<file path="config.mk">
export PLATFORM = sky130hd
export DESIGN_NAME = plact_back
export DESIGN_NICKNAME = d
export VERILOG_FILES = /design/src/hw/rtl/plact_pkg.sv /design/src/hw/rtl/plact_back.sv
export SDC_FILE = /design/constraint.sdc
export NUM_CORES = 2
export LEC_CHECK = 0
export ABC_AREA = 1
export ABC_CLOCK_PERIOD_IN_PS = 17000
export CAP_MARGIN = 20
export CORE_MARGIN = 3
export CORE_UTILIZATION = 61
export DETAILED_ROUTE_END_ITERATION = 7
export DONT_BUFFER_PORTS = 1
export PLACE_DENSITY = 0.84
export SLEW_MARGIN = 5
export SYNTH_ARGS = -nofsm -noshare
export SYNTH_HDL_FRONTEND = slang
export SYNTH_SLANG_ARGS = --single-unit
export TNS_END_PERCENT = 10
</file>
<file path="constraint.sdc">
create_clock -name clk -period 17 [get_ports clk]
set_input_delay 4.25 -clock clk [delete_from_list [all_inputs] [get_ports clk]]
set_output_delay 4.25 -clock clk [all_outputs]
set_load 0.01 [all_outputs]
</file>
<file path="src/hw/rtl/plact_pkg.sv">
// ----------------------------------------------------------------------------
// plact_pkg - shared definitions for the piecewise-linear activation
// Register codes, default widths, table sizes and status types.
// ----------------------------------------------------------------------------
package plact_pkg;

	localparam int DATA_WIDTH_DEF = 32;
	localparam int FRAC_BITS_DEF  = 16;
	localparam int MAX_VERTICES   = 3;
	localparam int NUM_VERT       = 3;
	localparam int NUM_SEG        = 4;
	localparam int FIFO_DEPTH     = 4;
	localparam int CFG_IDX_W      = 3;

	typedef enum logic [CFG_IDX_W-1:0] {
		REG_THRESH_VALUE   = 3'd0,
		REG_WIDTH_VALUE    = 3'd1,
		REG_SHIFT_VALUE    = 3'd2,
		REG_FLOOR_VALUE    = 3'd3,
		REG_CEILING_VALUE  = 3'd4,
		REG_THRESH_ENABLE  = 3'd5,
		REG_CEILING_ENABLE = 3'd6
	} cfg_reg_t;

	typedef enum logic [2:0] {
		ST_IDLE = 3'b001,
		ST_LOAD = 3'b010,
		ST_DIV  = 3'b100
	} tbl_state_t;

	typedef struct packed {
		logic       busy;
		logic [1:0] vcount;
	} tbl_stat_t;

endpackage

</file>
<file path="src/hw/rtl/plact_back.sv">
// ----------------------------------------------------------------------------
// plact_back - output side
// Multiply slope by offset, scale, add base, saturate, hold for receiver.
// ----------------------------------------------------------------------------
module plact_back import plact_pkg::*; #(
	parameter int DATA_WIDTH = DATA_WIDTH_DEF,
	parameter int FRAC_BITS  = FRAC_BITS_DEF
) (
	input  logic                  clk,
	input  logic                  arst_n,
	input  logic                  q_nempty,
	input  logic [3*DATA_WIDTH:0] q_data,
	output logic                  pop,
	output logic                  out_valid,
	input  logic                  out_ready,
	output logic [DATA_WIDTH-1:0] act,
	output logic [DATA_WIDTH-1:0] slope
);

	localparam int DW = DATA_WIDTH;
	localparam int PW = 2*DW + 1;
	localparam int SW = PW + 1;
	localparam logic signed [SW-1:0] SMAX = SW'({1'b0, {(DW-1){1'b1}}});
	localparam logic signed [SW-1:0] SMIN = -SMAX - SW'(1);

	logic signed [DW-1:0] q_sl, q_ba;
	logic signed [DW:0]   q_df;
	logic                 v_s1;
	logic signed [PW-1:0] prod_s1;
	logic signed [DW-1:0] ba_s1, sl_s1;
	logic                 vld_q;
	logic [DW-1:0]        act_q, slope_q;
	logic                 adv_out, adv_s1;
	logic signed [PW-1:0] biased, scaled;
	logic signed [SW-1:0] sum;

	assign q_sl = q_data[DW-1:0];
	assign q_ba = q_data[2*DW-1:DW];
	assign q_df = q_data[3*DW:2*DW];

	assign adv_out = !vld_q || out_ready;
	assign adv_s1  = !v_s1 || adv_out;
	assign pop     = q_nempty && adv_s1;

	always_comb begin
		// divide by one, truncating toward zero
		biased = prod_s1 + ((prod_s1 < 0) ? ((PW'(1) << FRAC_BITS) - PW'(1)) : '0);
		scaled = biased >>> FRAC_BITS;
		sum    = SW'(scaled) + SW'(ba_s1);
	end

	always_ff @(posedge clk or negedge arst_n) begin
		if (!arst_n) begin
			v_s1  <= 1'b0;
			vld_q <= 1'b0;
		end else begin
			if (adv_s1)
				v_s1 <= q_nempty;
			if (adv_out)
				vld_q <= v_s1;
		end
	end

	always_ff @(posedge clk) begin
		if (pop) begin
			prod_s1 <= PW'(q_sl) * PW'(q_df);
			ba_s1   <= q_ba;
			sl_s1   <= q_sl;
		end
		if (adv_out && v_s1) begin
			act_q   <= (sum > SMAX) ? DW'(SMAX) : ((sum < SMIN) ? DW'(SMIN) : DW'(sum));
			slope_q <= sl_s1;
		end
	end

	assign out_valid = vld_q;
	assign act       = act_q;
	assign slope     = slope_q;

endmodule

</file>
==> summary.txt <==
Run status
  • Outcome: finished, final reports clean

Finish
  • Most frequent cells in the layout: inv_1 (1950), nand2_1 (1801), fa_1 (1113)
  • Share of layout cells above drive strength 1: 1.929%
  • Nets@finish: ~7800
  • Commonest non-fill, non-tap cell in the layout: inv_1
  • Fin area: around 53000 µm²
  • # fillers: 7015
  • Area added between synthesis and finish: 2.379%
  • ANT cells: 0

Timing
  • # setup viols final: 0
  • Slew Viols, Final: 0
  • FMAX: roughly 90 MHz
  • Period utilization: about two thirds
  • Setup TNS: 0 ns
  • Rel. slew slack: about a third
  • Final Hold Vio Count: 0
  • Unrepaired setup endpoints after global routing: no
  • Final Skew: approximately 0.023 ns
  • Tmin final: about 11 ns
  • Slew @ Worst Pin: between 1 and 1.5 ns

GRT
  • Number of global-route vias before repair: 44044
  • First-pass GRT wire length: roughly 230000 µm
  • Initial antenna violation count: 1
  • GRT Resource Usage Total: ~32%
  • Remaining global-route overflow: 0
  • Largest net degree at the start of global routing: 70

Synthesis
  • Mapped cell area: 51640 µm²
  • Mean Syn Cell Area: ~7.9 µm²
  • Number of flops mapped to enable cells by yosys: approximately 190
  • Async SR Flop Fraction: just over 1%
  • Most used DFF post-synth: edfxtp_1
  • Seq/Total Area, Yosys: roughly 11%
  • Post-Syn Instances: approximately 6500
  • Ys Warns: 0
  • Synth Register Bits: between 150 and 200
  • Distinct cells, synth: 45
  • Post-Syn Nets: roughly 8000

Clocking
  • CTS Hold Bufs: 0
  • # clock sinks: between 150 and 200
  • Clk buf depth: 2
  • H-tree Lvls: 4
  • CTS Root Cell: clkbuf_16
  • Post_cts resized: 0
  • Total CTS buffers: 17
  • Setup Buffers After CTS: 0
  • Clk Latency, worst-skew pair: a little over 0.5 ns
  • CTS tree: done
  • Clk slew on worst S/H paths: 0.08 ns

Die
  • Die Width: 297.0 µm
  • Die area: 88180 µm²
  • Core box area: about 84000 µm²
  • Site row count: roughly 110
  • Initial Utilization: 61.60%
  • Die H: roughly 300 µm
  • Num ports: about 170

Min path
  • Classification of the worst-slack hold path: flop to flop

Worst setup path
  • Worst EP required: ~17 ns
  • Worst path arrival time: roughly 11 ns
  • Worst-path maximum fanout: 34
  • WS Path Type: primary input to flop
  • Crit start category: primary input
  • Critical Path End Type: flop

Job
  • Max-cap violations: 0

Route
  • Post-route ant nets: 0
  • Remaining DRCs: 0
  • Via count: 40208
  • Vias per cell: 5.390
  • Total wire length: ~140000 µm
  • DRT iter0 DRCs: ~3400
  • Mean routed wirelength per cell: approximately 18 µm
  • Drt first pass iters: 7

Place
  • Post-DP Area: ~52000 µm²
  • GPL Wtd Cong: 1.013
  • # port buffers: 0
  • Detailed placement HPWL: 114800 µm
==> per-layer routing <==
metal	up-vias	GRT usage [%]	part of all wire (%)	routed length, µm
met3	394	7.171	9.7	13310
met1	19703	41.31	38	51930
met5	-	0	0.0095	13
li1	18106	-	-	-
met2	2003	54.65	49	66300
met4	2	11.76	3.7	5070
==> state kept, by name, summed over array words and instances, names as in the netlist <==
signal and flops:
ba_s1 32, sl_s1 32, slope 32, act 32, v_s1 1, out_valid 1
prod_s1 65
==> path summary, 6_finish.rpt <==
| check | slack, ns | to | startpoint | cells after the start |
|---|---|---|---|---|
| worst max-delay path | 5.81 | prod_s1[64]$_DFFE_PP_ | q_data[5] | 25 |
| worst min-delay path | 0.42 | slope[9]$_DFFE_PP_ | sl_s1[9]$_DFFE_PP_ | 0 |
| worst max register to register | 10.27 | act[7]$_SDFFCE_PN1P_ | prod_s1[64]$_DFFE_PP_ | 30 |
| worst min register to register | 0.42 | slope[9]$_DFFE_PP_ | sl_s1[9]$_DFFE_PP_ | 0 |
| max in group asynchronous | 13.50 | v_s1$_DFFE_PN0N_ | arst_n | 0 |
| min in group asynchronous | 3.44 | out_valid$_DFFE_PN0P_ | arst_n | 0 |
==> cell families after synthesis <==
logic type               after synthesis  synth area share (%)
adder cells (fa/ha/maj)             1363                 49.21
AND/OR/NAND/NOR                     2390                 18.60
buffers and inverters               2189                 15.96
flip-flops                           195                 11.32
AO/OA/AOI/OAI                        259                 2.784
XOR/XNOR                             125                 2.120
==> stage by stage <==
step | setup slack [ns] | cells | hold WS [ns] | utilization, %
final | 5.813 | 7460 | 0.4232 | 63.07
after global routing | 5.298 | 7460 | 0.4322 | 63.07
after CTS | 5.795 | 7460 | 0.4225 | 63.07
after floorplan | 5.729 | 6521 | 0.4003 | -
after global placement | 5.389 | 7428 | 0.4012 | 62.29
after detailed placement | 5.249 | 7428 | 0.4054 | 62.29
==> synthesized netlist by cell type (11+ instances only) <==
master / n / share of area (%)
fa_1: 1113 / 43
nand3_1: 97 / 0.94
o21ai_0: 65 / 0.63
nor4_1: 12 / 0.15
nand2_2: 39 / 0.47
nor2_1: 290 / 2.1
clkbuf_1: 219 / 1.6
a21o_1: 11 / 0.16
nand4_1: 50 / 0.61
edfxtp_1: 193 / 11
nor2_2: 11 / 0.13
ha_1: 250 / 6.1
a31oi_1: 16 / 0.19
xor2_1: 88 / 1.5
nor3_1: 53 / 0.51
nand2_1: 1801 / 13
a21oi_1: 131 / 1.3
inv_1: 1951 / 14
xnor2_1: 37 / 0.63
==> layout make-up <==
type                       instances  area (µm²)  share of cell area [%]
sequential                       195        5846                   11.06
multi-input combinational       4137       37560                   71.05
timing repair buffer               5       37.54                 0.07100
clock inverter                    15       227.7                  0.4307
tap                             1134        1419                   2.684
clock buffer                      17       425.4                  0.8047
inverter                        1957        7351                   13.90
==> worst max-delay path, cell delays in order <==
cell      delay (ns)
nand2_1         0.15
inv_1           0.09
fa_1            0.53
inv_1           0.13
fa_1            0.56
fa_1            0.56
inv_1           0.07
fa_1            0.83
inv_1           0.38
fa_1            0.59
inv_1           0.06
fa_1            0.53
inv_1           0.05
fa_1            0.47
inv_1           0.05
fa_1            0.45
ha_1            0.37
a21oi_1         0.24
o21ai_0         0.15
a21oi_1         0.16
inv_1           0.07
a221oi_1        0.25
o21ai_0         0.12
a21oi_1         0.17
xor2_1          0.10
Power is not shown: default switching activity piles up to over one toggle a cycle in this logic, so the estimate is an artifact.
