### src/hw/rtl/plact_pkg.sv
// ----------------------------------------------------------------------------
// plact_pkg - shared definitions for the piecewise-linear activation
// Register codes, default widths, table sizes and status types.
// ----------------------------------------------------------------------------
package plact_pkg;

	localparam int DATA_WIDTH_DEF = 32;
	localparam int FRAC_BITS_DEF  = 16;
	localparam int MAX_VERTICES   = 3;
	localparam int NUM_VERT       = 3;
	localparam int NUM_SEG        = 4;
	localparam int FIFO_DEPTH     = 4;
	localparam int CFG_IDX_W      = 3;

	typedef enum logic [CFG_IDX_W-1:0] {
		REG_THRESH_VALUE   = 3'd0,
		REG_WIDTH_VALUE    = 3'd1,
		REG_SHIFT_VALUE    = 3'd2,
		REG_FLOOR_VALUE    = 3'd3,
		REG_CEILING_VALUE  = 3'd4,
		REG_THRESH_ENABLE  = 3'd5,
		REG_CEILING_ENABLE = 3'd6
	} cfg_reg_t;

	typedef enum logic [2:0] {
		ST_IDLE = 3'b001,
		ST_LOAD = 3'b010,
		ST_DIV  = 3'b100
	} tbl_state_t;

	typedef struct packed {
		logic       busy;
		logic [1:0] vcount;
	} tbl_stat_t;

endpackage

### src/hw/rtl/plact_front.sv
// ----------------------------------------------------------------------------
// plact_front - input side
// Takes potentials and picks the segment: base activity, slope, offset.
// ----------------------------------------------------------------------------
module plact_front import plact_pkg::*; #(
	parameter int DATA_WIDTH = DATA_WIDTH_DEF
) (
	input  logic                         in_valid,
	output logic                         in_ready,
	input  logic signed [DATA_WIDTH-1:0] pot,
	input  logic signed [DATA_WIDTH-1:0] vpot [NUM_VERT],
	input  logic signed [DATA_WIDTH-1:0] vact [NUM_VERT],
	input  logic signed [DATA_WIDTH-1:0] sslope [NUM_SEG],
	input  tbl_stat_t                    stat,
	input  logic                         q_full,
	output logic                         push,
	output logic [3*DATA_WIDTH:0]        push_data
);

	localparam int DW = DATA_WIDTH;

	logic [1:0]           last;
	logic signed [DW-1:0] sl, ba;
	logic signed [DW:0]   df;
	logic                 stop;

	always_comb begin
		last = (stat.vcount == 2'd0) ? 2'd0 : stat.vcount - 2'd1;
		sl   = '0;
		ba   = '0;
		df   = '0;
		stop = 1'b0;
		if (pot < vpot[0]) begin
			sl = sslope[0];
			ba = vact[0];
			df = (DW+1)'(pot) - (DW+1)'(vpot[0]);
		end else if (pot >= vpot[last]) begin
			sl = sslope[last + 2'd1];
			ba = vact[last];
			df = (DW+1)'(pot) - (DW+1)'(vpot[last]);
		end else begin
			for (int v = 0; v < NUM_VERT - 1; v++) begin
				if (2'(v) < last && !stop) begin
					if (pot < vpot[v]) begin
						stop = 1'b1;
					end else if (pot == vpot[v]) begin
						// on a vertex other than the last: its activity, flat slope
						sl = '0;
						ba = vact[v];
						df = '0;
					end else if (pot < vpot[v+1]) begin
						sl = sslope[v+1];
						ba = vact[v];
						df = (DW+1)'(pot) - (DW+1)'(vpot[v]);
					end
				end
			end
		end
	end

	assign in_ready  = !stat.busy && !q_full;
	assign push      = in_valid && in_ready;
	assign push_data = {df, ba, sl};

endmodule

### config.mk
export PLATFORM = sky130hd
export DESIGN_NAME = plact_front
export DESIGN_NICKNAME = d
export VERILOG_FILES = /design/src/hw/rtl/plact_pkg.sv /design/src/hw/rtl/plact_front.sv
export SDC_FILE = /design/constraint.sdc
export NUM_CORES = 1
export LEC_CHECK = 0
export BUFFER_PORTS_ARGS = -buffer_cell sky130_fd_sc_hd__buf_2
export CORE_AREA = 2 2 176 178
export DETAILED_ROUTE_END_ITERATION = 8
export DIE_AREA = 0 0 178 180
export PLACE_DENSITY = 0.63
export SETUP_SLACK_MARGIN = 0.4
export SLEW_MARGIN = 20
export SYNTH_ARGS = -nofsm -noshare
export SYNTH_HDL_FRONTEND = slang
export SYNTH_SLANG_ARGS = --single-unit
export TNS_END_PERCENT = 20
### constraint.sdc
create_clock -name vclk -period 5.7
set_input_delay 0.57 -clock vclk [all_inputs]
set_output_delay 0.57 -clock vclk [all_outputs]
set_load 0.1 [all_outputs]
==> results.toml, run 1 <==
[routing]
wire_per_inst_um = 22.3
top_layer = "met5"
drc = 0
num_vias = 13100
wl_met2_um = 22800
met1_length_um = 20300
drt-total-wl_um = 49300
wl_met3_um = 4410
ant_nets = 0
dr.pass1.iters = 6
dr.first_iter.drc_count = 1318
viasPerCell = 5.95

[placed_design]
post-dp-hpwl_um = 41700
io_buffers = 456
pre_cts_ws_ns = 0.522
finalWeightedCongestion = 1.02

[grt]
grt_overflow = 0
grt_max_degree = 67
grt_use_total_pct = 28.9
first_global_vias = 12700
grt_pass1_wl_um = 73000
antenna_found_initial = 11

[floorplan]
ios = 456
die_h_um = 180
row_count = 64
start_util_pct = 32.4
die_width_um = 178
die_area_um2 = 32000
core_um2 = 30200

[sta]
worst_slew_margin_rel_pct = 34.5
report.final.slew_viol_count = 0
post-route-period-util_pct = 89.6
fin_crit_ns = 5.11
max_freq_mhz = 196
finalSetupViolCount = 0
worst_pin_slew_ns = 0.968
final-hold-violation-count = 0
setup_tns_ns = 0
fin_ws_ns = 0.592
rsz0062_at_grt = "no"

[power_and_ir_drop]
peakVddDrop_mv = 0.156
seq_power_share_pct = 0
p_int_mw = 1.33
p_sw_mw = 2.49
power.share.switching_pct = 65.2
p_comb_share_pct = 100.0
power_frac_clock_pct = 0
p_leak_nw = 6.76
power_mw = 3.82
p_per_area_nw_per_um2 = 274

[hold_path]
hp-class = "input port to primary output"

[layout]
drive_gt1_share_pct = 30.8
clock_buffers = 0
multi_input_area_um2 = 9070
register_area_um2 = 0
n_fill_cell = 3003
seq_cells = 0
nNetsFinal = 2296
area_growth_pct = 42.6

[logic_synthesis]
synth_top_family_by_area = "compound AO/OA/AOI/OAI gates"
synth.top_cells.by_count = "inv_1, ha_1, nor2_1, a21oi_1, nand2_1"
synth_top_cell_by_area = "ha_1"
ys_warn_count = 0
synthTopCellsByArea = "ha_1, mux4_2, a21o_1, a21oi_1, inv_1"
synth_most_common_cell = "inv_1"
synthMuxAreaShare_pct = 7.77
synthSimpleGateAreaFrac_pct = 19.4
synth-seq-area-share_pct = 0
synth_fa_ha_area_share_pct = 17.1
synthCells = 1394
syn_area_per_cell_um2 = 7.02
synth-compound-area-share_pct = 41.0
synth_top_area_share_pct = 16.5
syn_area_um2 = 9790
synth_cell_types = 82
synth_xor_xnor_area_share_pct = 6.53
synthesis.nets = 1883

[status]
outcome = "complete, no violations"

[critical_path]
arrival_ns = 4.54
worstPathRequired_ns = 5.13
crit_type = "input port to primary output"
cp_max_fo = 26
critPathLaunchType = "input port"
critPathCaptureType = "primary output"

[flow_run]
maxCapViolations = 0
==> per-layer routing <==
layer	track usage, %	vias to the layer above
met3	4.82	110
met2	48.3	743
met4	8.46	12
met1	37.8	6093
met5	0	-
li1	-	6154
==> area by class of cell <==
type               instances  area share, %
inverters                130           3.49
repair buffers           484           28.0
multi-input cells       1191           64.9
well taps                396           3.55
diodes                     4         0.0717
==> through the flow <==
| stage | area, um2 | util (%) | instances | hold WS [ns] |
|---|---|---|---|---|
| 2_1_floorplan | 9820 | - | 1394 | 1.48 |
| 3_3_place_gp | 13900 | 46.1 | 2196 | 1.55 |
| 3_5_place_dp | 13900 | 46.1 | 2196 | 1.55 |
| 4_1_cts | 13900 | 46.1 | 2196 | 1.55 |
| 5_1_grt | 14000 | 46.3 | 2205 | 1.56 |
| 6_report | 14000 | 46.3 | 2205 | 1.55 |
==> critical path, stage by stage <==
cell and delay (ns):
clkbuf_4 0.33, buf_12 0.23, nand2_1 0.07, o211ai_1 0.10, o21ai_0 0.12, ha_1 0.41, nand4_1 0.25, nor3_1 0.39
nand4_1 0.18, a41oi_1 0.41, nor2_4 0.11, buf_4 0.18, a311o_2 0.49, a221o_1 0.47, buf_12 0.19
==> final timing paths <==
kind | startpoint | to | slack (ns) | depth (start not counted)
setup / recovery | stat[0] | push_data[46] | 0.59 | 15
hold / removal | sslope[106] | push_data[10] | 1.55 | 3
==> placed cells by master, fill, tap and decap left out, drive strengths merged, types with 15 or more instances in the layout <==
master | Yosys | layout
a211oi | 45 | 45
a21o | 69 | 69
a21oi | 102 | 102
a221o | 39 | 39
a22oi | 36 | 36
and2 | 38 | 38
buf | 30 | 483
ha | 129 | 129
inv | 130 | 130
mux4 | 32 | 32
nand2 | 98 | 98
nand3 | 21 | 21
nand4 | 21 | 21
nor2 | 102 | 102
nor3 | 27 | 27
o211ai | 38 | 38
o21a | 21 | 21
o21ai | 99 | 99
o22ai | 15 | 15
xnor2 | 45 | 45
xor2 | 28 | 28
==> kinds of logic after synthesis <==
family | after synthesis
and+or+nand+nor | 381
buffers and inverters | 204
AOI/OAI and AO/OA | 568
xor gates and xnor gates | 73
muxes | 36
adders and majority gates | 132
==> power groups by stage <==
stage               registers, mW  logic (mW)  clock network, mW
finish                          0        3.82       0.0000000944
global route                    0        3.98       0.0000000941
CTS                             0        3.79                  0
detailed placement              0        3.78                  0
global placement                0        3.76                  0
floorplan                       0        2.48                  0
==> what timing repair did <==
| item | in CTS | in global routing |
|---|---|---|
| setup endpoints to repair | 0 | 42 |
| resized for setup | 0 | 2 |
| hold buffers | 0 | 0 |
| buffers inserted | 0 | 4 |
Power figures use the tool's default switching activity.
==> run 2, diff against run 1 <==
--- a/config.mk
+++ b/config.mk
@@ -5,11 +5,11 @@
 export SDC_FILE = /design/constraint.sdc
 export NUM_CORES = 1
 export LEC_CHECK = 0
+export ABC_AREA = 1
 export BUFFER_PORTS_ARGS = -buffer_cell sky130_fd_sc_hd__buf_2
-export CORE_AREA = 2 2 176 178
+export CORE_UTILIZATION = 35
 export DETAILED_ROUTE_END_ITERATION = 8
-export DIE_AREA = 0 0 178 180
-export PLACE_DENSITY = 0.63
+export PLACE_DENSITY = 0.64
 export SETUP_SLACK_MARGIN = 0.4
 export SLEW_MARGIN = 20
 export SYNTH_ARGS = -nofsm -noshare
==> run 2 against run 1 <==
Routed wire length is 37% higher. Utilization decreased by 0.75 points. Clock-buffer cell count unchanged. Global-route usage increased by 6.1 points. Non-clock buffer count fell by 2.
==> results.toml, run 2 <==
[sta]
rsz0062_at_grt = "yes"
max_freq_mhz = 199
post-route-period-util_pct = 88.3
final-hold-violation-count = 0
worst_slew_margin_rel_pct = 26.5
worst_pin_slew_ns = 1.10
report.final.slew_viol_count = 0
fin_crit_ns = 5.04
finalSetupViolCount = 0

[floorplan]
start_util_pct = 35.5
die_width_um = 192
row_count = 69
die_area_um2 = 36700
ios = 456
die_h_um = 192
core_um2 = 35500

[layout]
instances_no_fill = 3346
clock_buffers = 0
register_area_um2 = 0
area_growth_pct = 28.3
layout_common_cells = "nand2_1, buf_2, inv_1"
n_fill_cell = 3981
seq_cells = 0
layout_commonest_cell = "nand2_1"
drive_gt1_share_pct = 17.9
nNetsFinal = 3369

[hold_path]
hp-class = "input port to primary output"

[status]
outcome = "complete, no violations"

[routing]
wire_per_inst_um = 20.2
drc = 0
num_vias = 18900
ant_nets = 0
dr.pass1.iters = 6
drt-total-wl_um = 67700
viasPerCell = 5.64
dr.first_iter.drc_count = 1740

[logic_synthesis]
synth_top_area_share_pct = 25.5
synth-compound-area-share_pct = 23.9
synth-seq-area-share_pct = 0
synth.top_cells.by_count = "nand2_1, inv_1, a21oi_1, nor2_1, nand3_1"
synthTopCellsByArea = "nand2_1, ha_1, inv_1, a21oi_1, nand3_1"
synth_most_common_cell = "nand2_1"
synth_fa_ha_area_share_pct = 13.3
synth_xor_xnor_area_share_pct = 5.08
synth_cell_types = 49
syn_area_per_cell_um2 = 5.02
synthSimpleGateAreaFrac_pct = 43.5
synth_top_family_by_area = "simple AND/OR/NAND/NOR gates"
syn_area_um2 = 12600
synthesis.nets = 2994
synthCells = 2505
synth_top_cell_by_area = "nand2_1"
ys_warn_count = 0
synthMuxAreaShare_pct = 0

[critical_path]
cpLargestDelayFamily = "simple AND/OR/NAND/NOR gates"
worstPathRequired_ns = 5.13
critPathCaptureType = "primary output"
critPathLaunchType = "input port"
max_stage_delay_ns = 0.39
cp_max_fo = 78
critPathSlowestCell = "ha_1"
cpMostUsedCell = "nand2_1"
path_cells = "buf_2 > clkinv_1 > nor2_4 > buf_4 > a21oi_1 > ha_1 > nand2_1 > nor2_1 > nand2_1 > inv_1 > nand2_1 > nor3_2 > nand2_1 > nand2_1 > nand2_1 > nand2_4 > buf_16 > a21oi_1 > a21oi_1 > clkbuf_4"
crit_type = "input port to primary output"
critPathBufInv = 6
arrival_ns = 4.47

[grt]
grtUsageMet2_pct = 56.9
antenna_found_initial = 5
grt_util_met1_pct = 45.2
first_global_vias = 17500
grt_overflow = 0
grt_max_degree = 79
grt_use_total_pct = 34.9
use_met3_pct = 4.64
grt.busiest_layer = "met2"
grt_pass1_wl_um = 99500

[power_and_ir_drop]
p_leak_nw = 9.10
power_mw = 4.16
p_per_area_nw_per_um2 = 258
peakVddDrop_mv = 0.281

[clock_tree]
ctsHoldBuffers = 0

[placed_design]
post-dp-hpwl_um = 54600
io_buffers = 456
finalWeightedCongestion = 1.07
dp_cells = 3339

[flow_run]
maxCapViolations = 0
## run 2: cell types whose count changed in the layout (fill, tap and decap cells not counted), sizes merged, moves of 36 or more
cell,before,now
a211oi,45,0
nand2,98,864
a21oi,102,232
a221o,39,0
a22oi,36,0
inv,130,325
a21o,69,14
nor2,102,225
nand3,21,211
and2,38,1
## run 2: layout make-up
cell class / count / area [um2] / area share (%)
Tap cell: 461 / 577 / 3.57
Multi-Input combinational cell: 2068 / 10900 / 67.2
Antenna cell: 7 / 17.5 / 0.108
Timing Repair Buffer: 482 / 3470 / 21.5
Inverter: 328 / 1240 / 7.66
## run 2: logic make-up (layout without fill, tap and decap cells)
group | count (synthesis) | count (layout)
xor+xnor | 73 | 73
simple gates | 1346 | 1346
fa+ha+maj | 132 | 132
other cells | 0 | 7
compound gates | 517 | 517
buf+inv | 437 | 810
## run 2: worst paths after layout
| path | startpoint | end | slack, ns | cells past startpoint |
|---|---|---|---|---|
| worst min-delay path | sslope[116] | push_data[20] | 1.55 | 4 |
| worst max-delay path | stat[1] | push_data[62] | 0.66 | 20 |
## run 2: metrics by stage
step	TNS, ns	area, um2	worst slack (ns)	util, %	hold WS [ns]
3_3_place_gp	0	16100	0.578	45.3	1.54
2_1_floorplan	-0.242	12600	-0.0302	-	1.45
4_1_cts	0	16100	0.465	45.3	1.55
3_5_place_dp	0	16100	0.484	45.3	1.55
6_report	0	16100	0.665	45.5	1.55
5_1_grt	0	16100	0.332	45.5	1.57
## run 2: layer usage
metal	vias up	share of wire, %
met5	-	0
met4	0	5.5
met3	200	8.8
met2	1102	45
met1	8587	41
li1	8975	-
## run 2: what timing repair did
action | 4_1_cts | 5_1_grt
buffers inserted | 0 | 0
gates resized for setup | 0 | 24
endpoints found under the setup margin | 0 | 78
## run 2: where the power goes
group,internal (mW),switching [mW]
sequential,0,0
combinational,1.16,2.99
clock,0.000000165,0
