`config.mk`:
```
export PLATFORM = sky130hd
export DESIGN_NAME = plact_fifo
export DESIGN_NICKNAME = d
export VERILOG_FILES = /design/src/hw/rtl/plact_pkg.sv /design/src/hw/rtl/plact_fifo.sv
export SDC_FILE = /design/constraint.sdc
export NUM_CORES = 1
export LEC_CHECK = 0
export BUFFER_PORTS_ARGS = -buffer_cell sky130_fd_sc_hd__buf_2
export CAP_MARGIN = 30
export CORE_MARGIN = 2
export CORE_UTILIZATION = 45
export CTS_CLUSTER_DIAMETER = 30
export DETAILED_ROUTE_END_ITERATION = 8
export PLACE_DENSITY = 0.65
export SYNTH_ARGS = -nofsm -noshare
export SYNTH_HDL_FRONTEND = slang
export SYNTH_SLANG_ARGS = --single-unit
export TNS_END_PERCENT = 30
```
`constraint.sdc`:
```
create_clock -name clk -period 1.8 [get_ports clk]
set_input_delay 0.18 -clock clk [delete_from_list [all_inputs] [get_ports clk]]
set_output_delay 0.18 -clock clk [all_outputs]
set_load 0.05 [all_outputs]
```
`src/hw/rtl/plact_pkg.sv`:
```
// ----------------------------------------------------------------------------
// plact_pkg - shared definitions for the piecewise-linear activation
// Register codes, default widths, table sizes and status types.
// ----------------------------------------------------------------------------
package plact_pkg;

	localparam int DATA_WIDTH_DEF = 32;
	localparam int FRAC_BITS_DEF  = 16;
	localparam int MAX_VERTICES   = 3;
	localparam int NUM_VERT       = 3;
	localparam int NUM_SEG        = 4;
	localparam int FIFO_DEPTH     = 4;
	localparam int CFG_IDX_W      = 3;

	typedef enum logic [CFG_IDX_W-1:0] {
		REG_THRESH_VALUE   = 3'd0,
		REG_WIDTH_VALUE    = 3'd1,
		REG_SHIFT_VALUE    = 3'd2,
		REG_FLOOR_VALUE    = 3'd3,
		REG_CEILING_VALUE  = 3'd4,
		REG_THRESH_ENABLE  = 3'd5,
		REG_CEILING_ENABLE = 3'd6
	} cfg_reg_t;

	typedef enum logic [2:0] {
		ST_IDLE = 3'b001,
		ST_LOAD = 3'b010,
		ST_DIV  = 3'b100
	} tbl_state_t;

	typedef struct packed {
		logic       busy;
		logic [1:0] vcount;
	} tbl_stat_t;

endpackage

```
`src/hw/rtl/plact_fifo.sv`:
```
// ----------------------------------------------------------------------------
// plact_fifo - small queue between front and back
// Register-based, first word fall-through.
// ----------------------------------------------------------------------------
module plact_fifo import plact_pkg::*; #(
	parameter int WIDTH = 8,
	parameter int DEPTH = FIFO_DEPTH
) (
	input  logic             clk,
	input  logic             arst_n,
	input  logic             push,
	input  logic [WIDTH-1:0] wdata,
	output logic             full,
	input  logic             pop,
	output logic             nempty,
	output logic [WIDTH-1:0] rdata
);

	localparam int AW = $clog2(DEPTH);
	localparam int NW = $clog2(DEPTH + 1);

	logic [WIDTH-1:0] mem_q [DEPTH];
	logic [AW-1:0]    wp_q, rp_q;
	logic [NW-1:0]    cnt_q;

	always_ff @(posedge clk or negedge arst_n) begin
		if (!arst_n) begin
			wp_q  <= '0;
			rp_q  <= '0;
			cnt_q <= '0;
		end else begin
			if (push)
				wp_q <= (wp_q == AW'(DEPTH - 1)) ? '0 : wp_q + AW'(1);
			if (pop)
				rp_q <= (rp_q == AW'(DEPTH - 1)) ? '0 : rp_q + AW'(1);
			if (push && !pop)
				cnt_q <= cnt_q + NW'(1);
			else if (pop && !push)
				cnt_q <= cnt_q - NW'(1);
		end
	end

	always_ff @(posedge clk) begin
		if (push)
			mem_q[wp_q] <= wdata;
	end

	assign full   = (cnt_q == NW'(DEPTH));
	assign nempty = (cnt_q != '0);
	assign rdata  = mem_q[rp_q];

endmodule

```
==> impl_metrics.tcl, run 1 <==
set metrics [dict create \
    routed_wl_mm 2.36 \
    die-area_um2 3980 \
    syn_nets 98 \
    r2r_slack_ps 370 \
    firstDrtPassIters 4 \
    antennaDiodeCount 0 \
    status "finished clean" \
    ant_nets 0 \
    yosysMostFrequentCell "edfxtp_1" \
    n_fill_cell 286 \
    die_width_um 63.1 \
    fmax_mhz 564 \
    cp.required_ps 1620 \
    synth_seq_cells 39 \
    drive_above_1_share_pct 38.5 \
    critPathCaptureType "primary output" \
    cp.arrival_ps 1590 \
    endpoint "rdata[4]" \
    synth_area_um2 1570 \
    numCtsBuffers 5 \
    cts.reportedPaths.clkPinSlew_ps 120 \
    place_congestion 0.658 \
    setup.worst_path.start "rp_q[0]" \
    ys_top_cells_by_area "edfxtp_1, mux4_2, dfrtp_1" \
    synth.top_cells.by_count "edfxtp_1, mux4_2, dfrtp_1" \
    wl_met2_mm 1.31 \
    port_buffers 21 \
    synthCells 79 \
    hold-worst-slack_ps 45.1 \
    vias_per_cell 4.98 \
    finalSetupViolations 0 \
    synth-edff-count 32 \
    overflow 0 \
    synth_area_per_cell_um2 19.9 \
    hold_path.class "in2reg" \
    cts-root-buf "clkbuf_4" \
    ys_seq_area_share_pct 72.4 \
    wl_met3_um 81 \
    drv_cap 0 \
    post-route-min-period_ps 1770 \
    p_leak_uw 0.000694 \
    num_io_pins 22 \
    clk_latency_ps 340 \
    crit_type "reg2out" \
    drc 0 \
    max-slew-margin-rel_pct 69.4 \
    vdd_drop_max_mv 0.560 \
    grt_pass1_wl_mm 3.98 \
    cts_tree "yes" \
    r2r_end "mem_q[2][1]" \
    vias 772 \
    first_iter_violations 42 \
    yosysWarnings 0 \
    grt_pass1_vias 854 \
    rr_worst_depth 3 \
    htreeDepth 2 \
    worstMarginPinSlew_ps 458 \
    antenna_found_initial 0 \
    area_growth_pct 18.6 \
    dr.max_layer_used "met4" \
    yosysTopAreaCell "edfxtp_1" \
    stdcell_area_um2 1860 \
    power_density_nw_per_um2 1660 \
    ys.flop_type "edfxtp_1" \
    min_period_over_period_pct 98.5 \
    dieHeight_um 63.1 \
    fin_nets 127 \
    start_util_pct 47.1 \
    drt-met1-wl_um 934 \
    ys_types 20 \
    place_hpwl_mm 1.65 \
    wl_per_cell_um 15.2 \
    grt_start_max_net_pins 14 \
    clockBufferDepth 2 \
    worstPathMaxFanout 8 \
    hold_violations 0 \
    finClkSkew_ps 11.4 \
    rows 21 \
    core_area_um2 3340 \
    placed_cell_area_um2 1740 \
    maxSlewViolCount 0 \
    grt_setup_unrepaired "yes" \
    cp-start-kind "register" \
    cts.sinks 39 \
    r2r-start "wp_q[0]" \
    synthArstFlopShare_pct 17.9 \
    netlist.area_leader.share_pct 61.2 \
    track_usage_pct 13.9 \
]
## per-layer routing
layer | GRT usage (%) | vias to the layer above
li1 | - | 357
met1 | 16.2 | 396
met2 | 23.7 | 15
met3 | 3.39 | 4
met4 | 7.50 | 0
met5 | 0 | -
## kinds of logic after synthesis
| kind of cell | count (synthesis) | share of synthesized area, % |
|---|---|---|
| AOI/OAI and AO/OA | 3 | 1.20 |
| xor gates and xnor gates | 3 | 1.67 |
| adders and majority gates | 7 | 6.06 |
| buffers and inverters | 7 | 2.23 |
| DFF | 39 | 72.4 |
| muxes | 10 | 12.9 |
| and+or+nand+nor | 10 | 3.58 |
## critical path, stage by stage, from the launching register on
cell and delay [ps]:
dfrtp_1 420, buf_12 160, mux4_2 510, buf_6 170
## stage by stage
step                util (%)  std cells  setup slack [ps]  TNS, ps  power (uW)
detailed placement      52.0        145               275        0        2540
global placement        52.0        145               322        0        2500
CTS                     55.8        155             -14.3    -37.2        3140
finish                  55.8        155              26.9        0        3090
global route            55.8        155             -52.9     -285        3270
floorplan                  -         79              26.0        0        2260
## state kept, by name, indices dropped and copies added, names as in the netlist
register  count
cnt_q         3
mem_q        32
rp_q          2
wp_q          2
## cell type report
| cell class | count | area (um2) | share of cell area (%) |
|---|---|---|---|
| clock buffer | 5 | 37.5 | 2.02 |
| clock inverter | 3 | 20.0 | 1.08 |
| inverter | 5 | 18.8 | 1.01 |
| multi-input combinational | 33 | 399 | 21.4 |
| sequential | 39 | 1140 | 61.0 |
| tap | 46 | 57.6 | 3.09 |
| timing repair buffer | 24 | 193 | 10.3 |
## power breakdown
group | internal [uW] | total (uW) | leakage (uW) | switching, uW
logic | 564 | 1340 | 0.000290 | 774
clock network | 149 | 426 | 0.0000272 | 277
registers | 1180 | 1320 | 0.000377 | 138
## cells in the final DEF, fill, tap and decap left out
| cell type | synthesis | routed |
|---|---|---|
| dfrtp_1 | 7 | 7 |
| and2_1 | 4 | 4 |
| edfxtp_1 | 32 | 32 |
| nor3_1 | 1 | 1 |
| fa_1 | 1 | 1 |
| nand3_1 | 1 | 1 |
| ha_1 | 6 | 6 |
| mux2_2 | 2 | 2 |
| xnor2_1 | 1 | 1 |
| xor2_1 | 2 | 2 |
| clkbuf_4 | 0 | 5 |
| clkinv_2 | 0 | 1 |
| buf_4 | 0 | 1 |
| or3_1 | 1 | 1 |
| o21ai_0 | 2 | 2 |
| clkinvlp_4 | 0 | 2 |
| mux4_2 | 8 | 8 |
| nand2_1 | 1 | 1 |
| buf_2 | 1 | 13 |
| nor3b_1 | 1 | 1 |
| buf_6 | 1 | 8 |
| inv_1 | 5 | 5 |
| dlygate4sd3_1 | 0 | 1 |
| a21o_2 | 1 | 1 |
| buf_12 | 0 | 1 |
| nor2_1 | 1 | 1 |
## repair_timing
item / in CTS / in global routing
gates resized for setup: 16 / 0
endpoints found under the hold margin: 7 / 0
buffers inserted: 1 / 0
hold buffers: 1 / 0
endpoints found under the setup margin: 8 / 8
## how the worst min path moves through the flow
| stage | from | end | slack [ps] | cells past startpoint |
|---|---|---|---|---|
| 2_1_floorplan | arst_n | cnt_q[0] | -120 | 0 |
| 3_3_place_gp | arst_n | wp_q[0] | 20 | 1 |
| 3_5_place_dp | arst_n | wp_q[0] | 20 | 1 |
| 4_1_cts | wdata[2] | mem_q[3][2] | 30 | 1 |
| 5_1_grt | wdata[3] | mem_q[1][3] | 30 | 1 |
| 6_report | wdata[2] | mem_q[3][2] | 50 | 1 |
Note: power is estimated with default switching activity, not from simulation.
==> run 2, diff against run 1 <==
--- a/config.mk
+++ b/config.mk
@@ -8,10 +8,10 @@
 export BUFFER_PORTS_ARGS = -buffer_cell sky130_fd_sc_hd__buf_2
 export CAP_MARGIN = 30
 export CORE_MARGIN = 2
-export CORE_UTILIZATION = 45
+export CORE_UTILIZATION = 50
 export CTS_CLUSTER_DIAMETER = 30
 export DETAILED_ROUTE_END_ITERATION = 8
-export PLACE_DENSITY = 0.65
+export PLACE_DENSITY = 0.71
 export SYNTH_ARGS = -nofsm -noshare
 export SYNTH_HDL_FRONTEND = slang
 export SYNTH_SLANG_ARGS = --single-unit
==> constraint.sdc (replaced) <==
create_clock -name clk -period 1.85 [get_ports clk]
set_input_delay 0.185 -clock clk [delete_from_list [all_inputs] [get_ports clk]]
set_output_delay 0.185 -clock clk [all_outputs]
set_load 0.05 [all_outputs]
==> run 2 against run 1 <==
Sequential cell count is the same. Clock power shrank 5.4%. Sequential power is essentially flat. Register-to-register slack gained 50 ps. Largest power group unchanged. Cell count is the same. Clock-buffer cell count grew 2. First-iteration DRC count shrank 55%. Worst hold slack gained 5.2 ps.
==> impl_metrics.tcl, run 2 (synthesized netlist as in run 1, its figures left out) <==
set metrics [dict create \
    power_density_nw_per_um2 1620 \
    die_width_um 60.0 \
    worstPathMaxFanout 4 \
    cp-start-kind "register" \
    cts.sinks 39 \
    top_register "mem_q" \
    grt_setup_unrepaired "yes" \
    fin_nets 129 \
    wl_per_cell_um 15.9 \
    final_cell_mix "edfxtp_1, buf_2, buf_6" \
    maxSlewViolCount 0 \
    n_fill_cell 222 \
    num_io_pins 22 \
    cp_common_cell "buf_6" \
    drv_cap 0 \
    cts-root-buf "clkbuf_4" \
    drive_above_1_share_pct 37.8 \
    finalSetupViolations 0 \
    firstDrtPassIters 2 \
    antennaDiodeCount 0 \
    first_iter_violations 19 \
    fmax_mhz 553 \
    hold_violations 0 \
    placed_cell_area_um2 1730 \
    status "finished clean" \
    vdd_drop_max_mv 0.736 \
    layout_commonest_cell "edfxtp_1" \
    critPathMaxStageDelay_ps 510 \
    vias_per_cell 5.00 \
    grt_pass1_wl_mm 3.86 \
    total_power_uw 3020 \
    top_regs "mem_q x32, cnt_q x3" \
    hold_path.class "in2reg" \
    cts.reportedPaths.clkPinSlew_ps 110 \
    finClkSkew_ps 10.4 \
    ant_nets 0 \
    final_util_pct 61.5 \
    die-area_um2 3600 \
    area_growth_pct 18.6 \
    dieHeight_um 60.0 \
    rows 20 \
    port_buffers 21 \
    r2r-start "wp_q[0]" \
    track_usage_pct 16.3 \
    grt_start_max_net_pins 12 \
    place_congestion 0.610 \
    core_area_um2 3030 \
    clockBufferDepth 2 \
    slowest_stage "mux4_2" \
    cp.required_ps 1660 \
    overflow 0 \
    setup.worst_path.start "rp_q[0]" \
    drc 0 \
    vias 775 \
    htreeDepth 2 \
    hold-worst-slack_ps 50.3 \
    clk_latency_ps 340 \
    place_inst 144 \
    worstMarginPinSlew_ps 462 \
    min_from "wdata[7]" \
    start_util_pct 51.9 \
    cp.arrival_ps 1620 \
    grt_pass1_vias 818 \
    cts_tree "yes" \
    stdcell_area_um2 1860 \
    numCtsBuffers 5 \
    crit_type "reg2out" \
    final-instance-count-excl-fill 155 \
    post-route-min-period_ps 1810 \
    min_period_over_period_pct 97.8 \
    antenna_found_initial 0 \
    routed_wl_mm 2.46 \
    p_leak_uw 0.000704 \
    critPathCaptureType "primary output" \
    max-slew-margin-rel_pct 69.2 \
    path_cells "buf_6 -> mux4_2 -> buf_6" \
    largest_reg_flops 32 \
]
## run 2: cell types whose count changed in the layout (fill, tap and decap cells not counted), sizes merged
cell      before  now
buf           23   25
clkbuf         5    7
clkinvlp       2    0
## run 2: worst max-delay path, delay by kind of cell (launching register included)
family	cells	cell delay, ps
DFF	1	450
muxes	1	510
buffers and inverters	2	340
## run 2: cell type report
class	instances	area [um2]	share of cell area [%]
clock inverters	1	5.00	0.269
flip-flops and latches	39	1140	61.0
multi-input cells	33	399	21.4
repair buffers	26	203	10.9
inverters	5	18.8	1.01
clock buffers	7	45.0	2.42
well taps	44	55.1	2.96
## run 2: final timing paths
kind,end,slack (ps),cells past startpoint
setup reg to reg,mem_q[0][0],420,3
max in group asynchronous,rp_q[0],1470,2
setup / recovery,rdata[2],40,3
min in group asynchronous,cnt_q[0],220,2
hold / removal,mem_q[1][7],50,1
hold reg to reg,cnt_q[2],500,1
## run 2: timing repair
| action | in CTS | in global routing |
|---|---|---|
| hold buffers | 1 | 0 |
| gates resized for setup | 1 | 24 |
| endpoints found under the hold margin | 7 | 0 |
| setup buffers | 2 | 0 |
| endpoints found under the setup margin | 8 | 8 |
| pin swaps | 0 | 0 |
## run 2: per-layer routing
metal  part of all wire, %  GRT usage, %  wire length (um)
met1                    41          20.0              1010
met2                    52          25.6              1290
met3                   4.3          6.06               106
met4                   2.1          7.62                51
met5                     0             0                 0
## run 2: metrics by stage
| stage | setup TNS (ps) | worst slack, ps |
|---|---|---|
| 6_report | 0 | 41.1 |
| 5_1_grt | -25.5 | -7.00 |
| 4_1_cts | 0 | 10.4 |
| 3_5_place_dp | 0 | 309 |
| 3_3_place_gp | 0 | 365 |
| 2_1_floorplan | 0 | 71.0 |
## run 2: where the power goes
part	internal (uW)	leakage, uW	total, uW	switching [uW]
Sequential	1150	0.000377	1290	138
Clock	148	0.0000293	403	254
Combinational	564	0.000298	1330	765
