**src/hw/rtl/plact_pkg.sv**
```systemverilog
// ----------------------------------------------------------------------------
// plact_pkg - shared definitions for the piecewise-linear activation
// Register codes, default widths, table sizes and status types.
// ----------------------------------------------------------------------------
package plact_pkg;

	localparam int DATA_WIDTH_DEF = 32;
	localparam int FRAC_BITS_DEF  = 16;
	localparam int MAX_VERTICES   = 3;
	localparam int NUM_VERT       = 3;
	localparam int NUM_SEG        = 4;
	localparam int FIFO_DEPTH     = 4;
	localparam int CFG_IDX_W      = 3;

	typedef enum logic [CFG_IDX_W-1:0] {
		REG_THRESH_VALUE   = 3'd0,
		REG_WIDTH_VALUE    = 3'd1,
		REG_SHIFT_VALUE    = 3'd2,
		REG_FLOOR_VALUE    = 3'd3,
		REG_CEILING_VALUE  = 3'd4,
		REG_THRESH_ENABLE  = 3'd5,
		REG_CEILING_ENABLE = 3'd6
	} cfg_reg_t;

	typedef enum logic [2:0] {
		ST_IDLE = 3'b001,
		ST_LOAD = 3'b010,
		ST_DIV  = 3'b100
	} tbl_state_t;

	typedef struct packed {
		logic       busy;
		logic [1:0] vcount;
	} tbl_stat_t;

endpackage

```
**src/hw/rtl/plact_tbl.sv**
```systemverilog
// ----------------------------------------------------------------------------
// plact_tbl - register file and vertex table builder
// Holds the registers, rebuilds vertices and segment slopes after each write;
// slopes come from a shared restoring divider, one quotient bit a cycle.
// ----------------------------------------------------------------------------
module plact_tbl import plact_pkg::*; #(
	parameter int DATA_WIDTH = DATA_WIDTH_DEF,
	parameter int FRAC_BITS  = FRAC_BITS_DEF
) (
	input  logic                         clk,
	input  logic                         arst_n,
	input  logic                         cfg_we,
	input  logic [CFG_IDX_W-1:0]         cfg_idx,
	input  logic [DATA_WIDTH-1:0]        cfg_wdata,
	output logic signed [DATA_WIDTH-1:0] vpot [NUM_VERT],
	output logic signed [DATA_WIDTH-1:0] vact [NUM_VERT],
	output logic signed [DATA_WIDTH-1:0] sslope [NUM_SEG],
	output tbl_stat_t                    stat
);

	localparam int DW = DATA_WIDTH;
	localparam int WW = DW + 2;
	localparam int NB = DW + 1 + FRAC_BITS;
	localparam int CW = $clog2(NB + 1);
	localparam logic signed [WW-1:0] WMAX = {3'b000, {(DW-1){1'b1}}};
	localparam logic signed [WW-1:0] WMIN = {3'b111, {(DW-1){1'b0}}};
	localparam logic signed [DW-1:0] DMAX = {1'b0, {(DW-1){1'b1}}};
	localparam logic signed [DW-1:0] DMIN = {1'b1, {(DW-1){1'b0}}};
	localparam logic signed [DW-1:0] ONE  = DW'(1) << FRAC_BITS;

	function automatic logic signed [WW-1:0] sat(input logic signed [WW-1:0] x);
		logic signed [WW-1:0] r;
		if (x > WMAX)
			r = WMAX;
		else if (x < WMIN)
			r = WMIN;
		else
			r = x;
		return r;
	endfunction

	logic signed [DW-1:0] thr_q, wid_q, shf_q, flr_q, cel_q;
	logic                 ten_q, cen_q;
	logic signed [DW-1:0] vpot_q [NUM_VERT];
	logic signed [DW-1:0] vact_q [NUM_VERT];
	logic signed [DW-1:0] slp_q  [NUM_SEG];
	logic [1:0]           vcnt_q;
	tbl_state_t           state_q;
	logic [1:0]           k_q;
	logic                 init_q;
	logic                 neg_q;
	logic [NB-1:0]        num_q;
	logic [DW:0]          den_q;
	logic [DW:0]          rem_q;
	logic [CW-1:0]        cnt_q;

	// combinational vertex build
	logic signed [WW-1:0] t, w, sh, fl, cl;
	logic signed [WW-1:0] bv [NUM_VERT];
	logic signed [WW-1:0] ba [NUM_VERT];
	logic [1:0]           bn;
	logic                 sneg_one;

	always_comb begin
		t  = WW'(thr_q);
		w  = WW'(wid_q);
		sh = WW'(shf_q);
		fl = WW'(flr_q);
		cl = WW'(cel_q);
		for (int i = 0; i < NUM_VERT; i++) begin
			bv[i] = '0;
			ba[i] = '0;
		end
		if (w < 0) begin
			t = sat(t + w);
			w = sat(-w);
		end
		if (!ten_q) begin
			bn       = 2'd1;
			ba[0]    = sat(-sh);
			sneg_one = 1'b1;
		end else begin
			sneg_one = 1'b0;
			bv[0]    = t;
			ba[0]    = fl;
			if (w == 0 && t - sh == fl) begin
				bn = 2'd1;
			end else begin
				bn    = 2'd2;
				bv[1] = sat(t + w);
				ba[1] = sat(t + w - sh);
			end
		end
		if (cen_q) begin
			if (ba[bn - 2'd1] < cl) begin
				if (bn < 2'(MAX_VERTICES)) begin
					bv[bn] = sat(bv[bn - 2'd1] + cl - ba[bn - 2'd1]);
					ba[bn] = cl;
					bn     = bn + 2'd1;
				end
			end else if (bn == 2'd2 && ba[0] < cl) begin
				// cut after the first vertex, ceiling vertex goes second
				bv[1] = sat(bv[0] + cl - ba[0]);
				ba[1] = cl;
			end else begin
				bn = 2'd1;
				if (sneg_one)
					bv[0] = sat(bv[0] - (ba[0] - cl));
				else
					bv[0] = '0;
				ba[0] = cl;
			end
		end
	end

	// divider operands from the stored table
	logic signed [DW:0] d_v, d_a;
	logic [DW:0]        mag_a, mag_v;
	logic [DW+1:0]      trial;
	logic [DW+1:0]      trial_sub;
	logic signed [DW-1:0] quo_sat;

	always_comb begin
		d_v       = (DW+1)'(vpot_q[k_q]) - (DW+1)'(vpot_q[k_q - 2'd1]);
		d_a       = (DW+1)'(vact_q[k_q]) - (DW+1)'(vact_q[k_q - 2'd1]);
		mag_a     = d_a < 0 ? (DW+1)'(-d_a) : (DW+1)'(d_a);
		mag_v     = d_v < 0 ? (DW+1)'(-d_v) : (DW+1)'(d_v);
		trial     = {rem_q, num_q[NB-1]};
		trial_sub = trial - {1'b0, den_q};
		if (!neg_q)
			quo_sat = (num_q > NB'(DMAX)) ? DMAX : DW'(num_q);
		else
			quo_sat = (num_q > (NB'(1) << (DW-1))) ? DMIN : DW'(-num_q);
	end

	always_ff @(posedge clk or negedge arst_n) begin
		if (!arst_n) begin
			thr_q   <= '0;
			wid_q   <= '0;
			shf_q   <= '0;
			flr_q   <= '0;
			cel_q   <= '0;
			ten_q   <= 1'b0;
			cen_q   <= 1'b0;
			for (int i = 0; i < NUM_VERT; i++) begin
				vpot_q[i] <= '0;
				vact_q[i] <= '0;
			end
			slp_q[0] <= ONE;
			slp_q[1] <= ONE;
			slp_q[2] <= '0;
			slp_q[3] <= '0;
			vcnt_q  <= 2'd1;
			state_q <= ST_IDLE;
			k_q     <= 2'd1;
			init_q  <= 1'b0;
			neg_q   <= 1'b0;
			num_q   <= '0;
			den_q   <= '0;
			rem_q   <= '0;
			cnt_q   <= '0;
		end else begin
			unique case (state_q)
				ST_IDLE: begin
				end
				ST_LOAD: begin
					for (int i = 0; i < NUM_VERT; i++) begin
						vpot_q[i] <= (2'(i) < bn) ? DW'(bv[i]) : '0;
						vact_q[i] <= (2'(i) < bn) ? DW'(ba[i]) : '0;
					end
					for (int i = 1; i < NUM_SEG; i++)
						slp_q[i] <= (2'(i) == bn && !cen_q) ? ONE : '0;
					slp_q[0] <= sneg_one ? ONE : '0;
					vcnt_q   <= bn;
					k_q      <= 2'd1;
					init_q   <= 1'b1;
					state_q  <= (bn == 2'd1) ? ST_IDLE : ST_DIV;
				end
				ST_DIV: begin
					if (init_q) begin
						init_q <= 1'b0;
						if (d_v == 0) begin
							slp_q[k_q] <= (d_a > 0) ? DMAX : ((d_a < 0) ? DMIN : '0);
							den_q      <= '0;
							cnt_q      <= '0;
						end else begin
							neg_q <= (d_a < 0) ^ (d_v < 0);
							num_q <= NB'(mag_a) << FRAC_BITS;
							den_q <= mag_v;
							rem_q <= '0;
							cnt_q <= CW'(NB);
						end
					end else if (cnt_q != '0) begin
						if (!trial_sub[DW+1]) begin
							rem_q <= trial_sub[DW:0];
							num_q <= {num_q[NB-2:0], 1'b1};
						end else begin
							rem_q <= trial[DW:0];
							num_q <= {num_q[NB-2:0], 1'b0};
						end
						cnt_q <= cnt_q - CW'(1);
						// finish the zero-divisor case is taken above
					end else begin
						// den_q is clear only when the zero-divisor arm wrote the slope
						if (den_q != '0)
							slp_q[k_q] <= quo_sat;
						if (k_q == vcnt_q - 2'd1) begin
							state_q <= ST_IDLE;
						end else begin
							k_q    <= k_q + 2'd1;
							init_q <= 1'b1;
						end
					end
				end
				default: state_q <= ST_IDLE;
			endcase
			if (cfg_we) begin
				case (cfg_idx)
					REG_THRESH_VALUE:   thr_q <= cfg_wdata;
					REG_WIDTH_VALUE:    wid_q <= cfg_wdata;
					REG_SHIFT_VALUE:    shf_q <= cfg_wdata;
					REG_FLOOR_VALUE:    flr_q <= cfg_wdata;
					REG_CEILING_VALUE:  cel_q <= cfg_wdata;
					REG_THRESH_ENABLE:  ten_q <= cfg_wdata[0];
					REG_CEILING_ENABLE: cen_q <= cfg_wdata[0];
					default: ;
				endcase
				if (cfg_idx <= REG_CEILING_ENABLE)
					state_q <= ST_LOAD;
			end
		end
	end

	assign vpot = vpot_q;
	assign vact = vact_q;
	assign sslope = slp_q;
	assign stat.busy   = (state_q != ST_IDLE);
	assign stat.vcount = vcnt_q;

endmodule

```
**config.mk**
```make
export PLATFORM = sky130hd
export DESIGN_NAME = plact_tbl
export DESIGN_NICKNAME = d
export VERILOG_FILES = /design/src/hw/rtl/plact_pkg.sv /design/src/hw/rtl/plact_tbl.sv
export SDC_FILE = /design/constraint.sdc
export NUM_CORES = 2
export LEC_CHECK = 0
export BUFFER_PORTS_ARGS = -buffer_cell sky130_fd_sc_hd__buf_4
export CORE_ASPECT_RATIO = 1.4
export CORE_MARGIN = 2
export CORE_UTILIZATION = 40
export DETAILED_ROUTE_END_ITERATION = 10
export PLACE_DENSITY_LB_ADDON = 0.25
export SLEW_MARGIN = 10
export SYNTH_ARGS = -nofsm -noshare
export SYNTH_HDL_FRONTEND = slang
export SYNTH_SLANG_ARGS = --single-unit
export TNS_END_PERCENT = 10
```
**constraint.sdc**
```tcl
create_clock -name clk -period 19.7 [get_ports clk]
set_input_delay 0.985 -clock clk [delete_from_list [all_inputs] [get_ports clk]]
set_output_delay 0.985 -clock clk [all_outputs]
set_load 0.05 [all_outputs]
```
==> results by group <==
Synth
  – Post-synth EDFFs: 0
  – Sequential fraction of the synthesis area: 27.6%
  – Cell type with the highest aggregate area in the netlist: sky130_fd_sc_hd__dfrtp_1
  – Synth Warn #: 0
  – Asr flop ratio synth: 100%
  – Post-Synthesis Cell Area: 0.0556 mm2
  – Top post-synthesis cells by count: 737 x sky130_fd_sc_hd__nand2_1, 639 x sky130_fd_sc_hd__a21oi_1, 627 x sky130_fd_sc_hd__o21ai_0, 607 x sky130_fd_sc_hd__dfrtp_1, 493 x sky130_fd_sc_hd__nor2_1
  – Simple logic cell fraction of the synthesized area: 19.0%
  – Share of synthesized cell area in full adder, half adder and majority cells: 11.2%
  – Top area cells in the synthesized netlist: sky130_fd_sc_hd__dfrtp_1 27%, sky130_fd_sc_hd__ha_1 8.5%, sky130_fd_sc_hd__a21oi_1 5.8%, sky130_fd_sc_hd__o21ai_0 5.6%, sky130_fd_sc_hd__nand2_1 5.0%
  – Portion of netlist area occupied by mux cells: 5.76%
  – Top-count cell post-synth: sky130_fd_sc_hd__nand2_1
  – Main combinational cell family by area after synthesis: compound AO/OA/AOI/OAI gates
  – Gate count of the mapped netlist: 6891
  – Synth cell types: 108
  – Post-synth top flop: sky130_fd_sc_hd__dfrtp_1
  – Yosys reg bits: 612
  – Number of nets in the synthesized netlist: 7379
  – Synthesized-area fraction occupied by xor and xnor cells: 5.61%
  – Share of the synthesized area in the top cell type: 27.3%
  – Compound-cell area share of the yosys netlist: 25.9%
  – Post-Syn Area per Cell: 8.06 um2

Clock tree
  – CTS clk-pin slew, worst paths: 70 ps
  – Post-cts hold buffer count: 0
  – Clk root buf: sky130_fd_sc_hd__clkbuf_16
  – Clock buffer depth: 3
  – Number of setup buffers added after CTS: 0
  – Clk sink count: 612
  – Num CTS Buffers: 74
  – Cts repair resizes: 0
  – Clock insertion delay at the later pin of the skew report: 740 ps
  – Number of levels the H-tree was split into: 3
  – TritonCTS clock tree: built

GRT
  – Pin count of the biggest net entering global routing: 99
  – Via count of the first global-routing pass: 54900
  – Initial antenna violation count: 5
  – Wire length of the first global-routing pass: 389000 um
  – Total global routing track utilization: 37.4%
  – Remaining Overflow, GRT: 0

Placed design
  – Number of placed instances with taps included: 8819
  – Post-DP HPWL: 220000 um
  – Routability-driven placement congestion ratio: 1.03
  – PortBufs: 360

Timing
  – Time the final worst path needs with I/O delays and setup: 17920 ps
  – Number of slew-limit violations in the final report: 0
  – Final setup violation count: 0
  – Final hold violation count: 0
  – Setup repair after global routing missed its margin: no
  – Worst slew margin relative to its limit: 5.79%
  – Actual slew at the worst max-slew pin: 1400 ps
  – Fmax: 0.0558 GHz
  – Period utilization: 91.0%
  – Clk_skew: 51.2 ps
  – Post-Route Setup TNS: 0 ps

Floorplanning
  – Die X: 319 um
  – Initial cell density of the core: 40.3%
  – Number of standard-cell rows in the floorplan: 161
  – I/O pin cnt: 361
  – Area of the die: 0.142 mm2
  – Y dimension of the die: 445 um
  – Area of the core region: 0.138 mm2

Worst setup path
  – Classification of the worst setup path: reg -> reg
  – Largest stage delay on the critical path: 870 ps
  – Kind of start point of the critical path: flop
  – Most frequent cell on the critical path: sky130_fd_sc_hd__a21o_1
  – Critical path endpoint category: flop
  – Required time of the critical path: 20340 ps
  – Cell at the slowest stage of the critical path: sky130_fd_sc_hd__a221oi_1
  – Maximum fanout encountered on the critical timing path: 27
  – Crit path DAT: 18560 ps

Drt
  – Overall via count from detail_route: 55600
  – Average via count per standard cell: 6.21
  – Number of DRC markers in iteration 0: 4249
  – Total wirelength of the detailed-routed design: 271000 um
  – WL/cell: 30.3 um
  – Antenna violation net count after detailed routing: 0
  – Detailed-router iteration count before antenna repair: 6
  – DRC: 0

Cells and area
  – Number of fill cells in the layout: 13800
  – Synthesis-to-finish area growth: 13.4%
  – Share of layout cells above drive strength 1: 12.1%
  – Count of placed standard cells in the final layout, fillers left out: 8961
  – Final nets: 7591

Outcome
  – Status: finished clean

Min path
  – Worst min-delay path category: in -> async

Run
  – Max Cap Viol: 0
==> routing by layer <==
layer | vias up | wire length, um | share of wire [%] | global-route usage [%]
met5 | - | 0 | 0 | 0.0342
met4 | 0 | 28500 | 11 | 32.8
met3 | 760 | 14000 | 5.2 | 5.42
met2 | 2145 | 134000 | 49 | 66.5
met1 | 27300 | 94700 | 35 | 38.3
li1 | 25400 | - | - | -
==> final cells by class <==
type                    count  area [um2]  share of cell area, %
diodes                      5        12.5                 0.0199
clock buffers              94        2020                   3.20
clock inverters            42         594                  0.943
inverters                 358        1340                   2.13
multi-input cells        5551       37600                   59.7
flip-flops and latches    612       15300                   24.3
well taps                1793        2240                   3.56
repair buffers            506        3820                   6.06
==> placed cells by master, fill, tap and decap left out, types with 82 or more instances in the layout <==
| cell | Yosys | routed |
|---|---|---|
| sky130_fd_sc_hd__nand2_1 | 737 | 735 |
| sky130_fd_sc_hd__a21oi_1 | 639 | 636 |
| sky130_fd_sc_hd__o21ai_0 | 627 | 622 |
| sky130_fd_sc_hd__dfrtp_1 | 607 | 604 |
| sky130_fd_sc_hd__buf_4 | 3 | 504 |
| sky130_fd_sc_hd__nor2_1 | 493 | 491 |
| sky130_fd_sc_hd__ha_1 | 377 | 376 |
| sky130_fd_sc_hd__inv_1 | 354 | 353 |
| sky130_fd_sc_hd__xnor2_1 | 253 | 250 |
| sky130_fd_sc_hd__mux2i_1 | 197 | 197 |
| sky130_fd_sc_hd__a21o_1 | 174 | 174 |
| sky130_fd_sc_hd__and2_1 | 159 | 159 |
| sky130_fd_sc_hd__a211o_1 | 153 | 153 |
| sky130_fd_sc_hd__nor3_1 | 148 | 146 |
| sky130_fd_sc_hd__mux2_2 | 109 | 109 |
| sky130_fd_sc_hd__xor2_1 | 94 | 94 |
| sky130_fd_sc_hd__nand3_1 | 94 | 93 |
| sky130_fd_sc_hd__nand2b_1 | 83 | 82 |
==> flip-flops by register name, indices dropped and copies added (netlist names), 3 cells and up <==
name	cells
cel_q	32
cnt_q	6
den_q	33
flr_q	32
num_q	49
rem_q	33
shf_q	32
sslope	128
state_q	3
thr_q	32
vact	96
vpot	96
wid_q	32
==> kinds of logic after synthesis <==
logic type	count (synthesis)
AND/OR/NAND/NOR	2172
adder cells (fa/ha/maj)	452
AO/OA/AOI/OAI	2269
flip-flops	612
XOR/XNOR	351
multiplexers	306
other	1
buffers and inverters	728
==> stage by stage <==
| step | instance area [um2] | util, % | setup WS (ps) | hold WS (ps) |
|---|---|---|---|---|
| 4_1_cts | 63000 | 45.7 | 2120 | 279 |
| 3_3_place_gp | 60400 | 43.8 | 2280 | 465 |
| 3_5_place_dp | 60400 | 43.8 | 2190 | 474 |
| 6_report | 63000 | 45.7 | 1780 | 261 |
| 5_1_grt | 63000 | 45.7 | 975 | 309 |
| 2_1_floorplan | 55600 | - | 5930 | 450 |
==> critical path: cells and delay by family, from the launching register on <==
kind                     cells  cell delay (ps)
flip-flops                   1              500
buffers and inverters        3              680
XOR/XNOR                     2              370
AO/OA/AOI/OAI               37            11490
AND/OR/NAND/NOR             12             2120
multiplexers                 1               90
adder cells (fa/ha/maj)      6             2480
==> final timing paths <==
check	startpoint	slack, ps	cells past startpoint	endpoint
max in group asynchronous	arst_n	16250	4	vpot[76]
min reg2reg	den_q[4]	480	2	den_q[4]
min in group clk	den_q[4]	480	2	den_q[4]
max	wid_q[1]	1780	61	vpot[51]
min	arst_n	260	1	sslope[78]
max reg2reg	wid_q[1]	1780	61	vpot[51]
Power is not shown: default switching activity piles up to over one toggle a cycle in this logic, so the estimate is an artifact.
